===== config.mk =====
export PLATFORM = sky130hd
export DESIGN_NAME = lbcd_datapath
export DESIGN_NICKNAME = d
export VERILOG_FILES = /design/src/rtl/core/lbcd_pkg.sv /design/src/rtl/core/lbcd_datapath.sv
export SDC_FILE = /design/constraint.sdc
export NUM_CORES = 1
export LEC_CHECK = 0
export BUFFER_PORTS_ARGS = -buffer_cell sky130_fd_sc_hd__clkbuf_2
export CORE_MARGIN = 2
export CORE_UTILIZATION = 50
export CTS_CLUSTER_SIZE = 40
export DETAILED_ROUTE_END_ITERATION = 10
export PLACE_DENSITY = 0.62
export SLEW_MARGIN = 5
export SYNTH_ARGS = -nofsm -noshare
export SYNTH_HDL_FRONTEND = slang
export SYNTH_SLANG_ARGS = --single-unit

===== constraint.sdc =====
create_clock -name clk -period 13.1 [get_ports clk]
set_input_delay 2.62 -clock clk [delete_from_list [all_inputs] [get_ports clk]]
set_output_delay 2.62 -clock clk [all_outputs]
set_load 0.05 [all_outputs]

===== src/rtl/core/lbcd_pkg.sv =====
// Shared constants, types and codes of the LRU block cache directory.
// No dependencies; every other file of the block but the assertion header imports this package.
package lbcd_pkg;

    localparam int NUM_CACHES        = 2;
    localparam int ENTRIES_PER_CACHE = 5;
    localparam int BLOCK_BITS        = 24;

    localparam int BLOCK_IN_W  = 24;
    localparam int SEL_W       = 2;
    localparam int STATUS_W    = 2;
    localparam int SLOT_W      = 3;
    localparam int STAMP_W     = 32;

    localparam int CACHE_IDX_W = (NUM_CACHES > 1) ? $clog2(NUM_CACHES) : 1;
    localparam int ENTRY_IDX_W = (ENTRIES_PER_CACHE > 1) ? $clog2(ENTRIES_PER_CACHE) : 1;

    localparam logic [STAMP_W-1:0] STAMP_MAX = {STAMP_W{1'b1}};

    typedef enum logic [STATUS_W-1:0] {
        ST_HIT    = 2'd0,
        ST_MISS   = 2'd1,
        ST_BYPASS = 2'd2,
        ST_NULL   = 2'd3
    } lbcd_status_t;

    typedef enum logic [0:0] {
        S_IDLE   = 1'b0,
        S_LOOKUP = 1'b1
    } lbcd_state_t;

    typedef logic [BLOCK_BITS-1:0]  lbcd_tag_t;
    typedef logic [STAMP_W-1:0]     lbcd_stamp_t;
    typedef logic [ENTRY_IDX_W-1:0] lbcd_entry_idx_t;

    // Controller to datapath.
    typedef struct packed {
        logic load_req;
        logic commit;
    } lbcd_cmd_t;

    // Datapath to controller.
    typedef struct packed {
        logic rsp_busy;
    } lbcd_stat_t;

endpackage


===== src/rtl/core/lbcd_datapath.sv =====
// Datapath of the cache directory: request register, tag and stamp store,
// parallel tag match, parallel LRU victim pick, access counter, output register.
// Depends on lbcd_pkg.
module lbcd_datapath
    import lbcd_pkg::*;
(
    input  logic                  clk,
    input  logic                  rst_n,
    input  logic [BLOCK_IN_W-1:0] block_number,
    input  logic [SEL_W-1:0]      cache_select,
    input  logic                  rsp_ready,
    output logic                  rsp_valid,
    output logic [STATUS_W-1:0]   rsp_status,
    output logic [SLOT_W-1:0]     rsp_slot,
    input  lbcd_cmd_t             cmd,
    output lbcd_stat_t            stat
);

    lbcd_tag_t        req_blk_reg;
    logic [SEL_W-1:0] req_sel_reg;

    lbcd_tag_t   tags_reg   [NUM_CACHES][ENTRIES_PER_CACHE];
    lbcd_stamp_t stamps_reg [NUM_CACHES][ENTRIES_PER_CACHE];
    lbcd_stamp_t counter_reg;
    lbcd_stamp_t counter_next;

    logic                rsp_valid_reg;
    logic                rsp_valid_next;
    lbcd_status_t        rsp_status_reg;
    lbcd_status_t        rsp_status_next;
    logic [SLOT_W-1:0]   rsp_slot_reg;
    logic [SLOT_W-1:0]   rsp_slot_next;

    logic [CACHE_IDX_W-1:0]       cidx;
    lbcd_tag_t                    lane_tag   [ENTRIES_PER_CACHE];
    lbcd_stamp_t                  lane_stamp [ENTRIES_PER_CACHE];
    logic [ENTRIES_PER_CACHE-1:0] hit_vec;
    logic [ENTRIES_PER_CACHE-1:0] vic_vec;
    lbcd_entry_idx_t              hit_idx;
    lbcd_entry_idx_t              vic_idx;
    lbcd_entry_idx_t              use_idx;
    logic                         is_null;
    logic                         is_bypass;
    logic                         do_update;

    always_ff @(posedge clk)
    begin
        if (cmd.load_req)
        begin
            req_blk_reg <= BLOCK_BITS'(block_number);
            req_sel_reg <= cache_select;
        end
    end

    assign cidx      = req_sel_reg[CACHE_IDX_W-1:0];
    assign is_null   = (req_blk_reg == '0);
    assign is_bypass = ({1'b0, req_sel_reg} >= (SEL_W + 1)'(NUM_CACHES));
    assign do_update = cmd.commit && !is_null && !is_bypass;

    always_comb
    begin
        for (int e = 0; e < ENTRIES_PER_CACHE; e++)
        begin
            lane_tag[e]   = tags_reg[cidx][e];
            lane_stamp[e] = stamps_reg[cidx][e];
            hit_vec[e]    = (lane_tag[e] == req_blk_reg);
        end
    end

    // An entry is the victim when its stamp is strictly below every lower
    // entry and no higher than every later one, so exactly one lane wins.
    always_comb
    begin
        for (int i = 0; i < ENTRIES_PER_CACHE; i++)
        begin
            vic_vec[i] = 1'b1;
            for (int j = 0; j < ENTRIES_PER_CACHE; j++)
            begin
                if ((j < i) && !(lane_stamp[i] < lane_stamp[j]))
                begin
                    vic_vec[i] = 1'b0;
                end
                if ((j > i) && (lane_stamp[j] < lane_stamp[i]))
                begin
                    vic_vec[i] = 1'b0;
                end
            end
        end
    end

    // Lowest set lane wins in both encoders.
    always_comb
    begin
        hit_idx = '0;
        vic_idx = '0;
        for (int e = ENTRIES_PER_CACHE - 1; e >= 0; e--)
        begin
            if (hit_vec[e])
            begin
                hit_idx = ENTRY_IDX_W'(e);
            end
            if (vic_vec[e])
            begin
                vic_idx = ENTRY_IDX_W'(e);
            end
        end
    end

    assign use_idx      = (|hit_vec) ? hit_idx : vic_idx;
    assign counter_next = (counter_reg == STAMP_MAX) ? counter_reg : counter_reg + 1'b1;

    always_ff @(posedge clk or negedge rst_n)
    begin
        if (!rst_n)
        begin
            counter_reg <= '0;
            for (int c = 0; c < NUM_CACHES; c++)
            begin
                for (int e = 0; e < ENTRIES_PER_CACHE; e++)
                begin
                    tags_reg[c][e]   <= '0;
                    stamps_reg[c][e] <= '0;
                end
            end
        end
        else if (do_update)
        begin
            counter_reg                <= counter_next;
            tags_reg[cidx][use_idx]    <= req_blk_reg;
            stamps_reg[cidx][use_idx]  <= counter_next;
        end
    end

    always_comb
    begin
        rsp_valid_next  = rsp_valid_reg && !rsp_ready;
        rsp_status_next = rsp_status_reg;
        rsp_slot_next   = rsp_slot_reg;
        if (cmd.commit)
        begin
            rsp_valid_next = 1'b1;
            if (is_null)
            begin
                rsp_status_next = ST_NULL;
                rsp_slot_next   = '0;
            end
            else if (is_bypass)
            begin
                rsp_status_next = ST_BYPASS;
                rsp_slot_next   = '0;
            end
            else
            begin
                rsp_status_next = (|hit_vec) ? ST_HIT : ST_MISS;
                // Indexes beyond the slot field wrap modulo its range.
                rsp_slot_next   = SLOT_W'(use_idx);
            end
        end
    end

    always_ff @(posedge clk or negedge rst_n)
    begin
        if (!rst_n)
        begin
            rsp_valid_reg <= 1'b0;
        end
        else
        begin
            rsp_valid_reg <= rsp_valid_next;
        end
    end

    always_ff @(posedge clk)
    begin
        rsp_status_reg <= rsp_status_next;
        rsp_slot_reg   <= rsp_slot_next;
    end

    assign rsp_valid     = rsp_valid_reg;
    assign rsp_status    = rsp_status_reg;
    assign rsp_slot      = rsp_slot_reg;
    assign stat.rsp_busy = rsp_valid_reg && !rsp_ready;

endmodule


* Word-level counts from Yosys, hierarchy flattened
Index checks and enable logic that the tools add are counted.
** Operators by class
- $mul :: 0
- Magnitude comparators :: 15
- Shift-type cells :: 0
- Add/sub/neg operators :: 1
- Multiplexer cells :: 51
- Bitwise gates (word level) :: 2
- Reductions and logical operators :: 11
- Equality and inequality tests :: 6
- Divide/modulo/power cells :: 0
** Operators with widths (number)
- two-way mux 160 bit :: 4
- two-way mux 120 bit :: 4
- bitwise mux 320 bit :: 1
- < comparator 32 bit :: 10
- bitwise mux 240 bit :: 1
- demux 160 bit (select 1 bit) :: 1
- demux 120 bit (select 1 bit) :: 1
- equality test 24 bit :: 5
- demux 32 bit (select 3 bit) :: 1
- demux 24 bit (select 3 bit) :: 1
- two-way mux 32 bit :: 2
- two-way mux 3 bit :: 11
- adder 32 x 1 -> 32 bit, second input constant :: 1
- equality test 32 bit, second input constant :: 1
- logical NOT 24 bit :: 1
- two-way mux 24 bit :: 1
- two-way mux 1 bit :: 23
- logical AND 1 bit :: 5
- OR reduction 5 bit :: 1
- >= comparator 2 bit, second input constant :: 2
- >= comparator 4 bit, second input constant :: 1
- < comparator 4 x 1 -> 1 bit, second input constant :: 1
- NOT 3 -> 4 bit :: 1
- logical NOT 1 bit :: 3
- 3 further kinds :: 3
** Word-level totals
- Latch bits :: 0
- Memories kept :: 0
- Bits in read-only memories :: 0
- Input bits :: 31
- RAM bits :: 0
- Bits in registers :: 624
- Logic and storage cells :: 113
- Output and inout bits :: 7

* Longest topological paths before layout
Gate-level depths: netlist of the first run.
- Word-level depth :: 23
- Depth in mapped cells :: 21
- Mapped depth without buffers :: 13

* Worst setup path before layout of the first run
OpenSTA, ideal clock, no wires.
- Kind :: input port to output port
- From :: input rsp_ready
- To :: output stat
- Data arrival time :: 3.328 ns
- Stages on the path :: 1
- Path slack :: 7.152 ns
- Cells stage by stage :: nor2b_1
** Between the ends
- Cells in the longest elaborated chain, start to end :: 2
** Ends and longest elaborated chain
- start, declared :: RTL line lbcd_datapath.sv:11 : input logic rsp_ready,
- logical NOT 1 bit :: RTL line lbcd_datapath.sv:182 : assign stat.rsp_busy = rsp_valid_reg && !rsp_ready;
- logical AND 1 bit :: RTL line lbcd_datapath.sv:182
- end, declared :: RTL line lbcd_datapath.sv:16 : output lbcd_stat_t stat
Every way passes these cells.

* Final worst setup path of the first run
- From :: register req_sel_reg[0]
- To :: register stamps_reg[48] in the netlist's numbering
** Between the ends
- Cells in the longest elaborated chain, start to end :: 23
- Elaborated cells between the ends (all ways) :: 69
** Ends and longest elaborated chain
- start, declared :: RTL line lbcd_datapath.sv:20 : logic [SEL_W-1:0] req_sel_reg;
- start signal, assigned :: RTL line lbcd_datapath.sv:51 : req_sel_reg <= cache_select;
- NOT 1 -> 2 bit (not written as such) :: RTL line lbcd_datapath.sv:64, lbcd_datapath.sv:65, lbcd_datapath.sv:130
- two-way mux 160 bit (not written as such) (3 in series) :: RTL line lbcd_datapath.sv:65 : lane_stamp[e] = stamps_reg[cidx][e];
- < comparator 32 bit :: RTL line lbcd_datapath.sv:79, lbcd_datapath.sv:83
- two-way mux 1 bit (4 in series) :: RTL line lbcd_datapath.sv:79 : if ((j < i) && !(lane_stamp[i] < lane_stamp[j]))
- two-way mux 3 bit (5 in series) :: RTL line lbcd_datapath.sv:102 : if (vic_vec[e])
- two-way mux 3 bit :: RTL line lbcd_datapath.sv:109 : assign use_idx = (|hit_vec) ? hit_idx : vic_idx;
- NOT 3 -> 4 bit (not written as such) :: RTL line lbcd_datapath.sv:130 : stamps_reg[cidx][use_idx] <= counter_next;
- >= comparator 4 bit (not written as such) or < comparator 4 x 1 -> 1 bit (tied branches) :: RTL line lbcd_datapath.sv:130
- logical AND 1 bit (not written as such) :: RTL line lbcd_datapath.sv:130
- two-way mux 32 bit (not written as such) :: RTL line lbcd_datapath.sv:130
- demux 32 bit (select 3 bit) :: RTL line lbcd_datapath.sv:130
- two-way mux 160 bit (not written as such) :: RTL line lbcd_datapath.sv:130
- demux 160 bit (select 1 bit) :: RTL line lbcd_datapath.sv:130
- bitwise mux 320 bit :: RTL line lbcd_datapath.sv:130
- end signal, assigned by index :: RTL line lbcd_datapath.sv:130
- end, declared :: RTL line lbcd_datapath.sv:23 : lbcd_stamp_t stamps_reg [NUM_CACHES][ENTRIES_PER_CACHE];
Several ways; a longest one is shown, not always the timed one. The select of a mux whose other input is x is not followed.
A chain may end at the register's enable or synchronous reset.

==> flow_summary.json, run 1 <==
{
  "clk_pin_slew_ps": 60,
  "cts_made_buffers": 70,
  "regArea_mm2": 0.0158,
  "grt_overflow_total": 0,
  "cp_slowest_cell": "edfxtp_1",
  "fmax_ghz": 0.126,
  "grt_start_max_net_pins": 108,
  "place_area_mm2": 0.0364,
  "crit_chain": "buf_12, buf_4, mux2i_1, inv_1, ha_1, nor3b_1, o311a_1, o31ai_1, a21oi_1, o311ai_0, a21boi_1, o32ai_2, or3b_4, buf_4, mux2_4",
  "drtPass1Iterations": 5,
  "die-area_mm2": 0.0731,
  "syn_nets": 3213,
  "ios": 38,
  "clk_latency_ps": 620,
  "totalNegativeSetupSlack_ps": 0,
  "vias": 22700,
  "yosys.area.top_type": "dfrtp_1",
  "synthToLayoutAreaGrowth_pct": 9.77,
  "hold_buffers": 0,
  "rsz0062_at_grt": "false",
  "synth_top_area_share_pct": 41.8,
  "postCtsSetupRepairBufs": 0,
  "max_cap_viol_count": 0,
  "vias_per_cell": 5.88,
  "port_buffers": 37,
  "crit_required_ps": 13580,
  "cts_tree": "built",
  "end_kind": "register",
  "netlist_top_cells_area": "dfrtp_1, mux2_2, ha_1, mux2i_1, xnor2_1",
  "antenna_found_initial": 2,
  "place.gp.congestion": 0.927,
  "outcome": "complete, no violations",
  "synth-seq-cells": 624,
  "syn_inst": 2871,
  "hold_violations": 0,
  "synth_ff_type": "dfrtp_1",
  "rrSetupSlack_ps": 5170,
  "synth_seq_area_share_pct": 44.5,
  "finalSetupViolCount": 0,
  "synth_common_cells": "dfrtp_1, mux2_2, ha_1",
  "drc": 0,
  "htree_num_levels": 3,
  "finalClockSkew_ps": 29.4,
  "grt_pass1_vias": 23900,
  "worstSetupStartpointType": "register",
  "root_buffer": "clkbuf_16",
  "slew_headroom_pct": 16.6,
  "yosysUniqueCellTypes": 71,
  "cpPeakStageDelay_ps": 980,
  "finalCritPeriodShare_pct": 60.6,
  "drv_slew": 0,
  "synth_most_common_cell": "dfrtp_1",
  "n_fill_cell": 5986,
  "syn_area_mm2": 0.0355,
  "initial_utilization_pct": 50.6,
  "die_w_um": 270,
  "grt_first_pass_wirelength_um": 145000,
  "worstPathMaxFanout": 105,
  "instances_no_fill": 3859,
  "hpwlAfterDp_um": 66000,
  "cts.repair.resized": 0,
  "placed_cells": 3732,
  "largest_reg_flops": 320,
  "leakagePower_nw": 20.3,
  "cp.arrival_ps": 8420,
  "nNetsFinal": 3206,
  "synth_edf_count": 31,
  "drt-initial-drc-count": 1283,
  "total_power_w": 0.00703,
  "stdcell_area_mm2": 0.0389,
  "tightestPinTransition_ps": 1250,
  "core_area_mm2": 0.0701,
  "rows": 97,
  "drive_gt1_share_pct": 27.3,
  "async_flop_share_pct": 95.0,
  "synth_warnings": 0,
  "min_period_ps": 7930,
  "cts_sinks": 624,
  "p_per_area_mw_per_mm2": 181,
  "drt-wirelength-per-cell_um": 24.3,
  "clk_path_buf_depth": 3,
  "crit_path_frequent_cell": "buf_4",
  "synth.avg_cell_area_um2": 12.4,
  "antenna_left": 0,
  "die_y_um": 270,
  "grt_usage_pct": 25.9,
  "worstSetupPathType": "reg -> reg",
  "hold_path_class": "reg -> reg",
  "multi_input_area_mm2": 0.0186,
  "drt-total-wl_um": 93800,
  "irDropWorstVdd_uv": 144
}
cell type report:
type | instances | share of cell area (%)
Antenna cell | 1 | 0.00643
Clock buffer | 96 | 4.98
Clock inverter | 30 | 1.39
Inverter | 107 | 1.03
Multi-Input combinational cell | 1987 | 47.8
Sequential cell | 624 | 40.5
Tap cell | 940 | 3.02
Timing Repair Buffer | 74 | 1.25
final timing paths:
kind / from / end / depth (start not counted)
worst max-delay path: req_sel_reg[0] / stamps_reg[48] / 15
worst min-delay path: stamps_reg[187] / stamps_reg[187] / 1
worst max register to register: req_sel_reg[0] / stamps_reg[48] / 15
worst min register to register: stamps_reg[187] / stamps_reg[187] / 1
max in group asynchronous: rst_n / stamps_reg[97] / 3
min in group asynchronous: rst_n / stamps_reg[8] / 1
worst max-delay path: cells and delay by family, from the launching register on:
kind | cells | cell delay, ps
AO/OA/AOI/OAI | 6 | 2420
buffers and inverters | 4 | 1980
flip-flops | 1 | 980
multiplexers | 2 | 900
AND/OR/NAND/NOR | 2 | 870
adder cells (fa/ha/maj) | 1 | 330
stage by stage:
stage                     utilization [%]  setup WS, ps  hold WS [ps]
after floorplan                         -          7150           474
after global placement               52.0          5450           482
after detailed placement             52.0          5350           489
after CTS                            55.5          5280           502
after global routing                 55.5          4940           509
final                                55.5          5170           500
metal layers:
layer  GRT usage, %  share of wire (%)
met5              0             0.0085
met4           10.0                3.8
met3           4.01                4.1
met2           43.8                 48
met1           33.3                 44
kinds of logic after synthesis:
family	Yosys count	synth area share [%]
xor+xnor	177	4.37
buf+inv	260	3.23
mux	839	26.2
simple gates	385	5.68
flops	624	44.5
fa+ha+maj	311	11.0
compound gates	275	5.07
cells in the final DEF (no fill, tap or decap), drive strengths merged, types with 5 or more instances in the layout:
master  Yosys  routed
a211o       6       6
a211oi     15      15
a21o       45      45
a21oi      87      87
a221o       8       8
a221oi      8       8
a31oi       8       8
and2        7       7
and3        6       6
and4       11      11
buf        81      38
bufinv      0      11
clkbuf     72     132
clkinv      0      14
dfrtp     593     593
edfxtp     31      31
ha        311     311
inv       107     111
mux2      595     595
mux2i     244     244
nand2      97      97
nand2b     10      10
nand3      34      34
nand3b      6       6
nand4      65      65
nor2       62      62
nor2b       8       8
nor3       26      26
nor4       33      33
o211ai     10      10
o21a        5       5
o21ai      49      49
xnor2     108     108
xor2       69      69
power breakdown:
part,internal [W],total (W),switching [W]
clock,0.00127,0.00209,0.000822
sequential,0.00238,0.00264,0.000263
combinational,0.00109,0.00230,0.00121
Note: power is estimated with default switching activity, not from simulation.
==> run 2: changes to the inputs <==
Clock period 13.1 ns to 7.85 ns, I/O delays scaled along.
==> flow_summary.json, run 2 (synthesis gave the netlist of run 1 again) <==
{
  "core_area_mm2": 0.0701,
  "grt_overflow_total": 0,
  "worstPathMaxFanout": 83,
  "share_seq_of_total_power_pct": 37.7,
  "fmax_ghz": 0.147,
  "grt_usage_pct": 25.5,
  "p_sw_share_pct": 33.5,
  "irDropWorstVdd_uv": 260,
  "drtPass1Iterations": 5,
  "p_per_area_mw_per_mm2": 299,
  "instances_no_fill": 3875,
  "hold_buffers": 0,
  "drt-wirelength-per-cell_um": 23.9,
  "drv_slew": 0,
  "drive_gt1_share_pct": 27.6,
  "power.share.clock_pct": 28.8,
  "largest_reg_flops": 320,
  "rows": 97,
  "htree_num_levels": 3,
  "fin_util_pct": 55.7,
  "worstSetupPathType": "reg -> reg",
  "clk_path_buf_depth": 3,
  "p_int_w": 0.00775,
  "min_period_ps": 6820,
  "crit_required_ps": 8360,
  "final_cell_mix": "dfrtp_1, mux2_2, ha_1",
  "initial_utilization_pct": 50.6,
  "end_kind": "register",
  "root_buffer": "clkbuf_16",
  "die_y_um": 270,
  "finalClockSkew_ps": 31.4,
  "nNetsFinal": 3218,
  "grt_start_max_net_pins": 170,
  "ios": 38,
  "holdWs_ps": 499,
  "synthToLayoutAreaGrowth_pct": 10.1,
  "grt_first_pass_wirelength_um": 144000,
  "slew_headroom_pct": 19.6,
  "antenna_found_initial": 0,
  "clk_pin_slew_ps": 60,
  "cp.arrival_ps": 7330,
  "clk_latency_ps": 640,
  "layout_commonest_cell": "dfrtp_1",
  "grt_pass1_vias": 23900,
  "cts_sinks": 624,
  "cts_made_buffers": 72,
  "drc": 0,
  "die-area_mm2": 0.0731,
  "port_buffers": 37,
  "postCtsSetupRepairBufs": 0,
  "totalNegativeSetupSlack_ps": 0,
  "place.gp.congestion": 0.893,
  "rsz0062_at_grt": "false",
  "drt-total-wl_um": 92500,
  "leakagePower_nw": 20.3,
  "hold_path_class": "reg -> reg",
  "cts_tree": "built",
  "tightestPinTransition_ps": 1190,
  "finalSetupViolCount": 0,
  "total_power_w": 0.0117,
  "p_sw_w": 0.00391,
  "outcome": "complete, no violations",
  "vias": 22700,
  "worstSetupStartpointType": "register",
  "hpwlAfterDp_um": 64700,
  "drt-initial-drc-count": 1448,
  "placed_cells": 3742,
  "max_cap_viol_count": 0,
  "vias_per_cell": 5.86,
  "pwr-share-comb_pct": 33.5,
  "cts.repair.resized": 0,
  "antenna_left": 0,
  "hold_violations": 0,
  "die_w_um": 270,
  "finalCritPeriodShare_pct": 86.9
}
==> run 2: worst paths after layout <==
check	from	endpoint	slack, ps	cells after the start
max	req_sel_reg[0]	tags_reg[157]	1030	15
min	stamps_reg[163]	stamps_reg[163]	500	1
max reg2reg	req_sel_reg[0]	tags_reg[157]	1030	15
min reg2reg	stamps_reg[163]	stamps_reg[163]	500	1
max in group asynchronous	rst_n	tags_reg[146]	5410	2
min in group asynchronous	rst_n	stamps_reg[267]	1030	1
==> run 2: layout make-up <==
class	count	area, µm²
well taps	940	1180
fillers	5996	31100
inverters	107	402
multi-input cells	1987	18600
diodes	1	2.50
flip-flops and latches	624	15800
repair buffers	84	686
clock inverters	31	343
clock buffers	101	2060
==> run 2: power groups by stage <==
stage	registers [W]	clock network (W)	logic (W)
floorplan	0.00430	0	0.00284
global placement	0.00439	0	0.00380
detailed placement	0.00444	0	0.00390
CTS	0.00438	0.00344	0.00392
global route	0.00447	0.00357	0.00421
finish	0.00439	0.00336	0.00391
==> run 2: routing by layer <==
layer | up-vias | GRT usage [%] | part of all wire, %
met5 | - | 0 | 0
met4 | 0 | 6.66 | 2.3
met3 | 132 | 2.76 | 2.8
met2 | 358 | 44.1 | 49
met1 | 11800 | 34.3 | 45
li1 | 10500 | - | -
==> run 2: critical path, stage by stage (launching register included) <==
cell and delay (ps):
edfxtp_1 660, buf_12 530, buf_4 460, mux2i_1 410, inv_1 120, ha_1 320
nor3b_1 150, o311a_1 310, o31ai_1 670, a21oi_1 140, o311ai_0 770, a21boi_1 300
o32ai_2 370, o2111ai_4 580, buf_12 390, mux2_2 330
==> run 2: per-stage QoR <==
stage	area (µm²)	worst slack [ps]
floorplan	35500	2480
global placement	36600	1350
detailed placement	36600	1290
CTS	39100	1250
global route	39100	870
finish	39100	1030
==> run 3: changes to the inputs <==
Settings changed: CELL_PAD_IN_SITES_DETAIL_PLACEMENT set to 2, CELL_PAD_IN_SITES_GLOBAL_PLACEMENT set to 2, CORE_UTILIZATION 50 to 45, PLACE_DENSITY 0.62 to 0.77.
==> flow_summary.json, run 3 (synthesis gave the netlist of run 1 again) <==
{
  "outcome": "complete, no violations",
  "end_kind": "register",
  "cts_sinks": 624,
  "slew_headroom_pct": 16.5,
  "hold_violations": 0,
  "n_fill_cell": 7346,
  "min_period_ps": 7020,
  "hpwlAfterDp_um": 80400,
  "final_cell_mix": "dfrtp_1, mux2_2, ha_1",
  "leakagePower_nw": 20.4,
  "port_buffers": 37,
  "largest_reg_flops": 320,
  "cts_made_buffers": 72,
  "stdcell_area_mm2": 0.0393,
  "place_area_mm2": 0.0368,
  "cp.arrival_ps": 7540,
  "irDropWorstVdd_uv": 251,
  "crit_required_ps": 8360,
  "antenna_found_initial": 0,
  "place.gp.congestion": 0.889,
  "die_y_um": 285,
  "finalSetupViolCount": 0,
  "drc": 0,
  "cts.repair.resized": 0,
  "total_power_w": 0.0122,
  "antennaDiodeCount": 0,
  "fin_util_pct": 50.6,
  "hold_buffers": 0,
  "grt_overflow_total": 0,
  "htree_num_levels": 3,
  "finalClockSkew_ps": 38.1,
  "grt_first_pass_wirelength_um": 180000,
  "rsz0062_at_grt": "false",
  "synthToLayoutAreaGrowth_pct": 10.8,
  "layout_commonest_cell": "dfrtp_1",
  "clk_path_buf_depth": 3,
  "vias_per_cell": 5.97,
  "vias": 23800,
  "ios": 38,
  "root_buffer": "clkbuf_16",
  "clk_pin_slew_ps": 60,
  "die_w_um": 285,
  "initial_utilization_pct": 45.6,
  "worstSetupPathType": "reg -> reg",
  "grt_pass1_vias": 27700,
  "grt_usage_pct": 29.4,
  "rows": 102,
  "grt_start_max_net_pins": 192,
  "antenna_left": 0,
  "p_per_area_mw_per_mm2": 312,
  "max_cap_viol_count": 0,
  "finalCritPeriodShare_pct": 89.5,
  "worstPathMaxFanout": 34,
  "fmax_ghz": 0.142,
  "totalNegativeSetupSlack_ps": 0,
  "cts_tree": "built",
  "drv_slew": 0,
  "core_area_mm2": 0.0777,
  "drtPass1Iterations": 5,
  "drive_gt1_share_pct": 28.0,
  "worstSetupStartpointType": "register",
  "drt-total-wl_um": 118000,
  "tightestPinTransition_ps": 1240,
  "drt-initial-drc-count": 1103,
  "die-area_mm2": 0.0811,
  "postCtsSetupRepairBufs": 0,
  "clk_latency_ps": 660,
  "drt-wirelength-per-cell_um": 29.6,
  "nNetsFinal": 3231,
  "hold_path_class": "reg -> reg"
}
==> run 3: changes by cell type in the layout (fill, tap and decap cells not counted), moves of 2 or more <==
cell        previous run  this run
clkinv_8               2         0
clkinvlp_4             6         2
clkbuf_8              13        19
clkbuf_1              15        17
inv_16                 0         2
buf_12                11         8
clkinv_1               3         0
buf_4                 36        52
clkinv_2              13        10
==> run 3: per-layer routing <==
layer | wire, µm | up-vias | global-route usage, %
li1 | - | 10500 | -
met1 | 51300 | 12600 | 37.4
met4 | 4960 | 0 | 11.9
met3 | 2890 | 236 | 3.28
met5 | 0 | - | 0
met2 | 58800 | 406 | 51.0
==> run 3: layout make-up <==
cell class                 instances  area (µm²)  area share [%]
tap                             1040        1300            3.31
clock inverter                    23         333           0.847
timing repair buffer              97         746            1.90
clock buffer                     108        2130            5.41
sequential                       624       15800            40.1
multi-input combinational       1987       18600            47.4
inverter                         107         402            1.02
==> run 3: path summary, 6_finish.rpt <==
| path | from | to | slack (ps) | cells past startpoint |
|---|---|---|---|---|
| min in group asynchronous | rst_n | stamps_reg[8] | 960 | 1 |
| max reg2reg | req_sel_reg[0] | stamps_reg[141] | 830 | 14 |
| min reg2reg | stamps_reg[8] | stamps_reg[8] | 500 | 1 |
| max in group asynchronous | rst_n | tags_reg[27] | 5220 | 2 |
| max | req_sel_reg[0] | stamps_reg[141] | 830 | 14 |
| min | stamps_reg[8] | stamps_reg[8] | 500 | 1 |
==> run 3: critical path, cell delays in order (launching register included) <==
cell and delay, ps:
edfxtp_1 730, buf_12 330, buf_12 290, mux2i_1 810
ha_1 280, nand4_1 150, nor4_1 850, o211a_1 330
nor3_1 100, or4_1 570, o211ai_2 380, a2bb2oi_1 350
nand4_1 770, buf_12 490, mux2_2 330
==> run 3: where the power goes <==
part | internal (W) | switching (W) | total, W
combinational | 0.00186 | 0.00241 | 0.00427
clock | 0.00201 | 0.00150 | 0.00350
sequential | 0.00397 | 0.000494 | 0.00446
==> run 3: per-stage QoR <==
step | setup WS, ps | hold WS, ps | std cells
2_1_floorplan | 2480 | 474 | 2871
3_3_place_gp | 1040 | 481 | 3855
3_5_place_dp | 1010 | 492 | 3855
4_1_cts | 905 | 505 | 3986
5_1_grt | 666 | 512 | 3986
6_report | 826 | 504 | 3986
